## src/sv/pwf_pkg.sv

```systemverilog
// Shared types and constants for the prefix word filter.
// Depends on nothing; every other file imports it.
`timescale 1ns / 1ps
`default_nettype none

package pwf_pkg;

   // Longest prefix that is compared and buffered.
   localparam int MAX_PREFIX = 16;
   localparam int POS_W      = $clog2(MAX_PREFIX + 1);
   localparam int IDX_W      = $clog2(MAX_PREFIX);
   localparam int HIT_CAP    = 64;
   localparam int HIT_W      = 7;
   localparam int LEN_W      = 5;
   localparam int CSR_W      = 64;
   localparam int CSR_IDX_W  = 2;

   // Register indexes on the configuration port.
   localparam logic [CSR_IDX_W-1:0] CSR_PREFIX_LOW  = 2'd0;
   localparam logic [CSR_IDX_W-1:0] CSR_PREFIX_HIGH = 2'd1;
   localparam logic [CSR_IDX_W-1:0] CSR_PREFIX_LEN  = 2'd2;
   localparam logic [CSR_IDX_W-1:0] CSR_MAX_HITS    = 2'd3;

   // Character codes.
   localparam logic [7:0] CHAR_TAB   = 8'd9;
   localparam logic [7:0] CHAR_LF    = 8'd10;
   localparam logic [7:0] CHAR_CR    = 8'd13;
   localparam logic [7:0] CHAR_UC_A  = 8'd65;
   localparam logic [7:0] CHAR_UC_Z  = 8'd90;
   localparam logic [7:0] CASE_DELTA = 8'd32;

   typedef struct packed {
      logic [7:0] text_byte;
      logic       final_req;
   } req_type;

   typedef struct packed {
      logic [7:0]       out_byte;
      logic             is_count;
      logic [HIT_W-1:0] hit_count;
      logic             last;
   } rsp_type;

   // Progress of the current line.
   typedef enum logic [1:0] {
      MODE_CMP  = 2'd0,
      MODE_KEEP = 2'd1,
      MODE_SKIP = 2'd2
   } mode_type;

   // Source of the word loaded into the result register.
   typedef enum logic [2:0] {
      SRC_BYTE = 3'd0,
      SRC_BUF  = 3'd1,
      SRC_SEP  = 3'd2,
      SRC_NL   = 3'd3,
      SRC_CNT  = 3'd4
   } src_type;

   typedef enum logic [2:0] {
      ST_IDLE   = 3'd0,
      ST_DECIDE = 3'd1,
      ST_FLUSH  = 3'd2,
      ST_SEP    = 3'd3,
      ST_FIN    = 3'd4,
      ST_FNL    = 3'd5,
      ST_CNT    = 3'd6
   } state_type;

   typedef struct packed {
      logic    capture;
      logic    line_clear;
      logic    set_skip;
      logic    store;
      logic    set_keep;
      logic    flush_start;
      logic    flush_next;
      logic    col_step;
      logic    col_clear;
      logic    hits_clear;
      logic    emit;
      src_type src;
      logic    last;
   } cmd_type;

   typedef struct packed {
      logic     is_brk;
      mode_type mode;
      logic     skip;
      logic     keep;
      logic     fin;
      logic     out_free;
      logic     flush_last;
      logic     col_nz;
   } sts_type;

   // Folds ASCII upper case letters to lower case.
   function automatic logic [7:0] fold_case(input logic [7:0] c);
      logic [7:0] r;
      r = c;
      if (c >= CHAR_UC_A && c <= CHAR_UC_Z) begin
         r = c + CASE_DELTA;
      end
      return r;
   endfunction

endpackage

`default_nettype wire

```

## src/sv/pwf_ctrl.sv

```systemverilog
// Sequencer for the prefix word filter: walks each text byte through decision,
// prefix flush, separator and end-of-text steps. Uses pwf_pkg.
`timescale 1ns / 1ps
`default_nettype none

module pwf_ctrl
   import pwf_pkg::*;
(
   input  wire logic    clock,
   input  wire logic    reset,
   input  wire logic    req_valid,
   output logic         req_stall,
   input  wire sts_type sts,
   output cmd_type      cmd
);

   state_type state_ff;
   state_type state_in;

   always_ff @(posedge clock) begin
      if (reset) begin
         state_ff <= ST_IDLE;
      end else begin
         state_ff <= state_in;
      end
   end

   always_comb begin
      state_type done_st;
      done_st   = sts.fin ? ST_FIN : ST_IDLE;
      state_in  = state_ff;
      cmd       = '0;
      cmd.src   = SRC_BYTE;
      req_stall = (state_ff != ST_IDLE);

      case (state_ff)
         ST_IDLE: begin
            if (req_valid) begin
               cmd.capture = 1'b1;
               state_in    = ST_DECIDE;
            end
         end
         ST_DECIDE: begin
            if (sts.is_brk) begin
               if (sts.mode == MODE_KEEP) begin
                  state_in = ST_SEP;
               end else begin
                  cmd.line_clear = 1'b1;
                  state_in       = done_st;
               end
            end else begin
               case (sts.mode)
                  MODE_KEEP: begin
                     if (sts.out_free) begin
                        cmd.emit = 1'b1;
                        cmd.src  = SRC_BYTE;
                        cmd.last = !sts.fin;
                        state_in = done_st;
                     end
                  end
                  MODE_CMP: begin
                     if (sts.skip) begin
                        cmd.set_skip = 1'b1;
                        state_in     = done_st;
                     end else begin
                        cmd.store = 1'b1;
                        if (sts.keep) begin
                           cmd.set_keep    = 1'b1;
                           cmd.flush_start = 1'b1;
                           state_in        = ST_FLUSH;
                        end else begin
                           state_in = done_st;
                        end
                     end
                  end
                  default: begin
                     state_in = done_st;
                  end
               endcase
            end
         end
         ST_FLUSH: begin
            if (sts.out_free) begin
               cmd.emit       = 1'b1;
               cmd.src        = SRC_BUF;
               cmd.last       = sts.flush_last && !sts.fin;
               cmd.flush_next = 1'b1;
               if (sts.flush_last) begin
                  state_in = done_st;
               end
            end
         end
         ST_SEP: begin
            if (sts.out_free) begin
               cmd.emit       = 1'b1;
               cmd.src        = SRC_SEP;
               cmd.last       = !sts.fin;
               cmd.col_step   = 1'b1;
               cmd.line_clear = 1'b1;
               state_in       = done_st;
            end
         end
         ST_FIN: begin
            if (sts.mode == MODE_KEEP) begin
               if (sts.out_free) begin
                  cmd.emit       = 1'b1;
                  cmd.src        = SRC_SEP;
                  cmd.col_step   = 1'b1;
                  cmd.line_clear = 1'b1;
                  state_in       = ST_FNL;
               end
            end else begin
               cmd.line_clear = 1'b1;
               state_in       = ST_FNL;
            end
         end
         ST_FNL: begin
            if (sts.col_nz) begin
               if (sts.out_free) begin
                  cmd.emit      = 1'b1;
                  cmd.src       = SRC_NL;
                  cmd.col_clear = 1'b1;
                  state_in      = ST_CNT;
               end
            end else begin
               state_in = ST_CNT;
            end
         end
         ST_CNT: begin
            if (sts.out_free) begin
               cmd.emit       = 1'b1;
               cmd.src        = SRC_CNT;
               cmd.last       = 1'b1;
               cmd.hits_clear = 1'b1;
               cmd.col_clear  = 1'b1;
               state_in       = ST_IDLE;
            end
         end
         default: begin
            state_in = ST_IDLE;
         end
      endcase
   end

endmodule

`default_nettype wire

```

## src/sv/pwf_dpath.sv

```systemverilog
// Datapath for the prefix word filter: configuration registers, line state,
// prefix buffer, row and hit counters and the result register. Uses pwf_pkg.
`timescale 1ns / 1ps
`default_nettype none

module pwf_dpath
   import pwf_pkg::*;
(
   input  wire logic                 clock,
   input  wire logic                 reset,
   input  wire req_type              req_data,
   input  wire logic                 csr_we,
   input  wire logic [CSR_IDX_W-1:0] csr_index,
   input  wire logic [CSR_W-1:0]     csr_wdata,
   input  wire cmd_type              cmd,
   output sts_type                   sts,
   output logic                      rsp_valid,
   input  wire logic                 rsp_stall,
   output rsp_type                   rsp_data
);

   logic [CSR_W-1:0] prefix_low_ff;
   logic [CSR_W-1:0] prefix_high_ff;
   logic [LEN_W-1:0] prefix_len_ff;
   logic [HIT_W-1:0] max_hits_ff;

   logic [7:0]       byte_ff;
   logic             fin_ff;
   logic [7:0]       line_buf_ff [MAX_PREFIX];
   logic [POS_W-1:0] pos_ff,  pos_in;
   mode_type         mode_ff, mode_in;
   logic [IDX_W-1:0] idx_ff,  idx_in;
   logic [1:0]       col_ff,  col_in;
   logic [HIT_W-1:0] hits_ff, hits_in;
   logic             rsp_valid_ff, rsp_valid_in;
   rsp_type          rsp_data_ff,  rsp_data_in;

   logic [POS_W-1:0] plen;
   logic [HIT_W-1:0] hmax;
   logic [7:0]       pchar;
   logic [POS_W-1:0] pos_next;
   logic             mismatch;
   logic [7:0]       sep_byte;

   // Effective prefix length and hit limit after clamping.
   always_comb begin
      if (prefix_len_ff == '0) begin
         plen = POS_W'(1);
      end else if (prefix_len_ff > LEN_W'(MAX_PREFIX)) begin
         plen = POS_W'(MAX_PREFIX);
      end else begin
         plen = POS_W'(prefix_len_ff);
      end
      hmax = (max_hits_ff > HIT_W'(HIT_CAP)) ? HIT_W'(HIT_CAP) : max_hits_ff;
   end

   always_comb begin
      logic [2*CSR_W-1:0] pvec;
      pvec  = {prefix_high_ff, prefix_low_ff};
      pchar = '0;
      if (pos_ff < POS_W'(MAX_PREFIX)) begin
         pchar = pvec[8*pos_ff[IDX_W-1:0] +: 8];
      end
   end

   assign pos_next = (pos_ff < POS_W'(MAX_PREFIX)) ? pos_ff + POS_W'(1) : pos_ff;
   assign mismatch = (pos_ff < plen) && (fold_case(byte_ff) != fold_case(pchar));
   assign sep_byte = (col_ff == 2'd3) ? CHAR_LF : CHAR_TAB;

   always_comb begin
      sts.is_brk     = (byte_ff == CHAR_LF) || (byte_ff == CHAR_CR);
      sts.mode       = mode_ff;
      sts.skip       = ((pos_ff == '0) && (hits_ff >= hmax)) || mismatch;
      sts.keep       = (pos_next >= plen);
      sts.fin        = fin_ff;
      sts.out_free   = !rsp_valid_ff || !rsp_stall;
      sts.flush_last = ((POS_W'(idx_ff) + POS_W'(1)) == pos_ff);
      sts.col_nz     = (col_ff != 2'd0);
   end

   // Configuration writes.
   always_ff @(posedge clock) begin
      if (reset) begin
         prefix_low_ff  <= '0;
         prefix_high_ff <= '0;
         prefix_len_ff  <= LEN_W'(1);
         max_hits_ff    <= HIT_W'(HIT_CAP);
      end else if (csr_we) begin
         case (csr_index)
            CSR_PREFIX_LOW:  prefix_low_ff  <= csr_wdata;
            CSR_PREFIX_HIGH: prefix_high_ff <= csr_wdata;
            CSR_PREFIX_LEN:  prefix_len_ff  <= csr_wdata[LEN_W-1:0];
            CSR_MAX_HITS:    max_hits_ff    <= csr_wdata[HIT_W-1:0];
            default: begin
            end
         endcase
      end
   end

   // Line, row and hit state.
   always_comb begin
      pos_in  = pos_ff;
      mode_in = mode_ff;
      idx_in  = idx_ff;
      col_in  = col_ff;
      hits_in = hits_ff;
      if (cmd.line_clear) begin
         pos_in  = '0;
         mode_in = MODE_CMP;
      end
      if (cmd.set_skip) begin
         mode_in = MODE_SKIP;
      end
      if (cmd.store) begin
         pos_in = pos_next;
      end
      if (cmd.set_keep) begin
         mode_in = MODE_KEEP;
      end
      if (cmd.flush_start) begin
         idx_in = '0;
      end else if (cmd.flush_next) begin
         idx_in = idx_ff + IDX_W'(1);
      end
      if (cmd.col_step) begin
         col_in = col_ff + 2'd1;
         if (hits_ff != '1) begin
            hits_in = hits_ff + HIT_W'(1);
         end
      end
      if (cmd.col_clear) begin
         col_in = '0;
      end
      if (cmd.hits_clear) begin
         hits_in = '0;
      end
   end

   always_ff @(posedge clock) begin
      if (reset) begin
         pos_ff  <= '0;
         mode_ff <= MODE_CMP;
         idx_ff  <= '0;
         col_ff  <= '0;
         hits_ff <= '0;
      end else begin
         pos_ff  <= pos_in;
         mode_ff <= mode_in;
         idx_ff  <= idx_in;
         col_ff  <= col_in;
         hits_ff <= hits_in;
      end
   end

   always_ff @(posedge clock) begin
      if (cmd.capture) begin
         byte_ff <= req_data.text_byte;
         fin_ff  <= req_data.final_req;
      end
      if (cmd.store && (pos_ff < POS_W'(MAX_PREFIX))) begin
         line_buf_ff[pos_ff[IDX_W-1:0]] <= byte_ff;
      end
   end

   // Result register.
   always_comb begin
      rsp_valid_in = rsp_valid_ff;
      rsp_data_in  = rsp_data_ff;
      if (cmd.emit) begin
         rsp_valid_in          = 1'b1;
         rsp_data_in.is_count  = 1'b0;
         rsp_data_in.hit_count = '0;
         rsp_data_in.last      = cmd.last;
         case (cmd.src)
            SRC_BYTE: rsp_data_in.out_byte = byte_ff;
            SRC_BUF:  rsp_data_in.out_byte = line_buf_ff[idx_ff];
            SRC_SEP:  rsp_data_in.out_byte = sep_byte;
            SRC_NL:   rsp_data_in.out_byte = CHAR_LF;
            SRC_CNT: begin
               rsp_data_in.out_byte  = '0;
               rsp_data_in.is_count  = 1'b1;
               rsp_data_in.hit_count = hits_ff;
            end
            default:  rsp_data_in.out_byte = byte_ff;
         endcase
      end else if (!rsp_stall) begin
         rsp_valid_in = 1'b0;
      end
   end

   always_ff @(posedge clock) begin
      if (reset) begin
         rsp_valid_ff <= 1'b0;
      end else begin
         rsp_valid_ff <= rsp_valid_in;
      end
      rsp_data_ff <= rsp_data_in;
   end

   assign rsp_valid = rsp_valid_ff;
   assign rsp_data  = rsp_data_ff;

endmodule

`default_nettype wire

```

## src/sv/prefix_word_filter.sv

```systemverilog
// Top level of the prefix word filter: joins the sequencer and the datapath.
// Depends on pwf_pkg, pwf_ctrl and pwf_dpath.
//
//   Port group  Dir  Handshake            Word
//   req_*       in   req_valid/req_stall  req_type: text_byte, final_req
//   rsp_*       out  rsp_valid/rsp_stall  rsp_type: out_byte, is_count, hit_count, last
//   csr_*       in   csr_we               csr_index selects a register, csr_wdata
//
// A text byte is accepted in the idle state and decided in the decide state,
// which also loads an echoed byte into the result register. A byte that
// completes a matching prefix then flushes the line buffer, one buffered
// character (up to 16) per word, and a line break of a kept line adds a step
// for its tab or newline. The final byte adds the closing separator, newline
// and count steps, whether or not a step loads a word.
// Reset is synchronous and returns all line, row and hit state and the
// registers to their defaults. A stall on the result side holds the result
// register and freezes the sequencer wherever it waits to load the next word;
// the input side is stalled whenever a byte is in work.
`timescale 1ns / 1ps
`default_nettype none

module prefix_word_filter
   import pwf_pkg::*;
(
   input  wire logic                 clock,
   input  wire logic                 reset,
   input  wire logic                 req_valid,
   output logic                      req_stall,
   input  wire req_type              req_data,
   output logic                      rsp_valid,
   input  wire logic                 rsp_stall,
   output rsp_type                   rsp_data,
   input  wire logic                 csr_we,
   input  wire logic [CSR_IDX_W-1:0] csr_index,
   input  wire logic [CSR_W-1:0]     csr_wdata
);

   // Commands flow from the sequencer to the datapath and status flows back.
   cmd_type cmd;
   sts_type sts;

   // The sequencer owns the input handshake and steps through the results
   // that one byte causes.
   pwf_ctrl u_ctrl (
      .clock     (clock),
      .reset     (reset),
      .req_valid (req_valid),
      .req_stall (req_stall),
      .sts       (sts),
      .cmd       (cmd)
   );

   // The datapath holds the data, line, row and hit state and the result register, so a
   // finished word can wait on the output while the next byte is taken.
   pwf_dpath u_dpath (
      .clock     (clock),
      .reset     (reset),
      .req_data  (req_data),
      .csr_we    (csr_we),
      .csr_index (csr_index),
      .csr_wdata (csr_wdata),
      .cmd       (cmd),
      .sts       (sts),
      .rsp_valid (rsp_valid),
      .rsp_stall (rsp_stall),
      .rsp_data  (rsp_data)
   );

endmodule

`default_nettype wire

```

## config.mk

```make
export PLATFORM = sky130hd
export DESIGN_NAME = prefix_word_filter
export DESIGN_NICKNAME = d
export VERILOG_FILES = /design/src/sv/pwf_pkg.sv /design/src/sv/pwf_ctrl.sv /design/src/sv/pwf_dpath.sv /design/src/sv/prefix_word_filter.sv
export SDC_FILE = /design/constraint.sdc
export NUM_CORES = 1
export LEC_CHECK = 0
export BUFFER_PORTS_ARGS = -buffer_cell sky130_fd_sc_hd__buf_4
export CORE_UTILIZATION = 45
export CTS_CLUSTER_DIAMETER = 200
export CTS_CLUSTER_SIZE = 16
export DETAILED_ROUTE_END_ITERATION = 7
export PLACE_DENSITY_LB_ADDON = 0.12
export SYNTH_ARGS = -nofsm -noshare
export SYNTH_HDL_FRONTEND = slang
export SYNTH_SLANG_ARGS = --single-unit
```

## constraint.sdc

```tcl
create_clock -name clock -period 6.9 [get_ports clock]
set_input_delay 0 -clock clock [delete_from_list [all_inputs] [get_ports clock]]
set_output_delay 0 -clock clock [all_outputs]
set_load 0.03 [all_outputs]
```

==> flow_metrics.env <==
export IMPL_cts_tree="done"
export IMPL_r2r_start="u_dpath.pos_ff[0]"
export IMPL_drc=0
export IMPL_yosysSeqAreaShare=0.550
export IMPL_min_period_ps=4970
export IMPL_critPathSlowestCell="nor4_2"
export IMPL_start_kind="flop"
export IMPL_r2r_end="u_dpath.line_buf_ff[5][5]"
export IMPL_cp_end_kind="flop"
export IMPL_num_fill_cells=2794
export IMPL_criticalPathCategory="flop to flop"
export IMPL_max_clock_path_buffers=3
export IMPL_port_buffers=98
export IMPL_synthCells=1323
export IMPL_hold_class="input port to flop"
export IMPL_dpl_hpwl_um=24700
export IMPL_ctsHtreeMaxLevel=1
export IMPL_placementRows=65
export IMPL_clk_pin_slew_ps=70
export IMPL_slew_headroom=0.249
export IMPL_hold_path_depth=2
export IMPL_rsz0062_at_grt="false"
export IMPL_synthToLayoutAreaGrowth_pct=16.3
export IMPL_start_util=0.459
export IMPL_placed_cell_area_um2=15500
export IMPL_ios=99
export IMPL_clk_latency_ps=530
export IMPL_grt_pass1_vias=10054
export IMPL_cp_arrival_ps=5130
export IMPL_period_share=0.721
export IMPL_dr_pass1_iters=5
export IMPL_drive_gt1_frac=0.158
export IMPL_hold_viol=0
export IMPL_power_per_cell_area_nw_per_um2=221
export IMPL_stdcell_area_um2=16900
export IMPL_cts_root_buffer="clkbuf_16"
export IMPL_worst_hold_path_endpoint="u_dpath.max_hits_ff[3]"
export IMPL_finClkSkew_ps=18.0
export IMPL_rrSetupSlack_ps=1930
export IMPL_cts_buffers=24
export IMPL_cts_resized=0
export IMPL_maxSlewViolCount=0
export IMPL_grt_pass1_wl_um=57800
export IMPL_grt_max_degree=85
export IMPL_ff2ff_path_depth=10
export IMPL_nets=1556
export IMPL_fp_dieH_um=182
export IMPL_routedWlPerCell_um=19.9
export IMPL_setup_viol=0
export IMPL_leakage_nw=5.81
export IMPL_synth_yosys_warnings=0
export IMPL_globalRouteOverflowTotal=0
export IMPL_outcome="finished clean"
export IMPL_routed_wl_um=37100
export IMPL_clock_sinks=322
export IMPL_ys_ff_latch=322
export IMPL_cp_cell_sequence="nor2b_1 > a22oi_1 > and4_1 > or4_4 > a2111oi_4 > nand4b_1 > mux2i_1 > a221o_2 > nand3_4 > nor4_2"
export IMPL_synth_edff_count=154
export IMPL_yosysUniqueCellTypes=74
export IMPL_setup_tns_ps=0
export IMPL_worst_slew_pin_slew_ps=1130
export IMPL_die_width_um=182
export IMPL_async_flop_share=0
export IMPL_via_count=10256
export IMPL_dieArea_um2=33000
export IMPL_synth_ff_type="dfxtp_1"
export IMPL_ir_worst_vdd_uv=157
export IMPL_antenna_found_initial=0
export IMPL_vias_per_cell=5.50
export IMPL_cp_max_fo=28
export IMPL_max_stage_delay_ps=890
export IMPL_drtAntennaViolNets=0
export IMPL_track_usage=0.225
export IMPL_avgSynthCellArea_um2=11.0
export IMPL_core_area_um2=31600
export IMPL_critPathLaunch="u_dpath.pos_ff[0]"
export IMPL_max_freq_mhz=201
export IMPL_syn_nets=1429
export IMPL_holdCritStartpoint="reset"
export IMPL_antenna_cells=0
export IMPL_required_ps=7060
export IMPL_gp_congestion=0.850
export IMPL_syn_cell_area_um2=14500
export IMPL_maxCapViolations=0
export IMPL_initialDrtViolationCount=804
## placed cells by master, fill, tap and decap left out, drive strengths merged, types with 4 or more instances in the layout
master and instances:
nand2 300, dfxtp 168, edfxtp 154, a21oi 153, buf 114, dlygate4sd3 74, mux2i 67, mux4 49
nor2 47, clkbuf 37, inv 32, ha 26, o21ai 22, nor4 20, nand3 18, a22oi 15
nand2b 13, a22o 13, and2 12, nor3 11, xnor2 9, nor2b 9, xor2 8, or2 8
or3 7, o21a 6, a21o 6, a31oi 5, and3 4, nand4b 4
## flip-flops by register name, indices dropped and copies added (netlist names), 7 cells and up, named ones only
signal	cells
u_dpath.max_hits_ff	7
u_dpath.line_buf_ff	128
u_dpath.prefix_high_ff	64
u_dpath.byte_ff	8
u_dpath.rsp_data	17
u_dpath.hits_ff	7
u_dpath.prefix_low_ff	64
## cell usage after synthesis (all sizes together), types with 3 or more instances
master,count,area [µm²]
a211oi,3,22.5
a22oi,15,113
nand2,300,1130
clkbuf,63,238
nor3,11,55.1
o21a,6,45.0
dfxtp,168,3360
edfxtp,154,4620
and3,4,25.0
nand3b,3,22.5
a21o,6,45.0
or2,8,50.1
xor2,8,70.1
a31oi,5,31.3
nand4b,4,35.0
nor4,20,225
nand4,3,18.8
xnor2,9,78.8
o31a,3,26.3
ha,26,325
nand2b,13,81.3
o21ai,22,110
o211ai,3,22.5
or3b,3,26.3
mux4,49,1100
buf,24,186
a22o,13,114
nor2,47,184
nand3,18,103
nor2b,9,58.8
mux2i,67,671
inv,31,116
nor3b,3,22.5
a21oi,153,766
or3,7,43.8
a211o,3,26.3
and2,12,75.1
## power by group
part / internal [mW] / switching, mW
registers: 2.05 / 0.0458
clock network: 0.670 / 0.654
logic: 0.142 / 0.179
total: 2.86 / 0.878
## how the worst max path moves through the flow
stage / to / slack, ps / depth (start not counted)
after floorplan: u_dpath.line_buf_ff[1][0] / 2810 / 16
after global placement: u_dpath.line_buf_ff[5][2] / 2130 / 10
after detailed placement: u_dpath.line_buf_ff[8][7] / 1920 / 10
after CTS: u_dpath.line_buf_ff[5][4] / 1950 / 10
after global routing: u_dpath.line_buf_ff[5][4] / 1600 / 10
final: u_dpath.line_buf_ff[5][5] / 1930 / 10
## stage by stage
step | utilization | hold WS, ps | setup WS [ps] | power [mW] | std cells
after floorplan | - | 98.9 | 2810 | 2.30 | 1323
after global routing | 0.534 | 71.8 | 1600 | 3.88 | 1864
final | 0.534 | 39.3 | 1930 | 3.74 | 1864
after detailed placement | 0.489 | 180 | 1920 | 2.43 | 1752
after CTS | 0.534 | 37.5 | 1950 | 3.78 | 1864
after global placement | 0.489 | 179 | 2130 | 2.43 | 1752
## critical path, delay by kind of cell, from the launching register on
kind	cells	cell delay (ps)
AND/OR/NAND/NOR	6	2690
multiplexers	1	170
flip-flops	1	880
AO/OA/AOI/OAI	3	820
## cell type report
| cell class | instances | area (µm²) | share of cell area |
|---|---|---|---|
| well taps | 402 | 503 | 0.0298 |
| multi-input cells | 883 | 6010 | 0.356 |
| repair buffers | 188 | 1600 | 0.0944 |
| inverters | 31 | 116 | 0.00688 |
| clock inverters | 1 | 16.3 | 0.000962 |
| flip-flops and latches | 322 | 7990 | 0.473 |
| clock buffers | 37 | 671 | 0.0397 |
## repair_timing
action / CTS / global route
buffers inserted: 0 / 0
hold endpoints to repair: 150 / 0
hold buffers: 74 / 0
## metal layers
| metal | wire length, µm | up-vias | global-route usage | part of all wire |
|---|---|---|---|---|
| met1 | 16900 | 4980 | 0.308 | 0.46 |
| met5 | 0 | - | 0 | 0 |
| li1 | - | 4988 | - | - |
| met2 | 17900 | 235 | 0.378 | 0.48 |
| met3 | 1330 | 53 | 0.0235 | 0.036 |
| met4 | 973 | 0 | 0.0644 | 0.026 |
## logic make-up (layout without fill, tap and decap cells)
| kind of cell | count (synthesis) | after routing | synth area share |
|---|---|---|---|
| and+or+nand+nor | 471 | 471 | 0.152 |
| DFF | 322 | 322 | 0.550 |
| xor gates and xnor gates | 18 | 18 | 0.0118 |
| AOI/OAI and AO/OA | 250 | 250 | 0.104 |
| muxes | 118 | 118 | 0.124 |
| buffers and inverters | 118 | 257 | 0.0372 |
| adders and majority gates | 26 | 26 | 0.0224 |
Note: power is estimated with default switching activity, not from simulation.
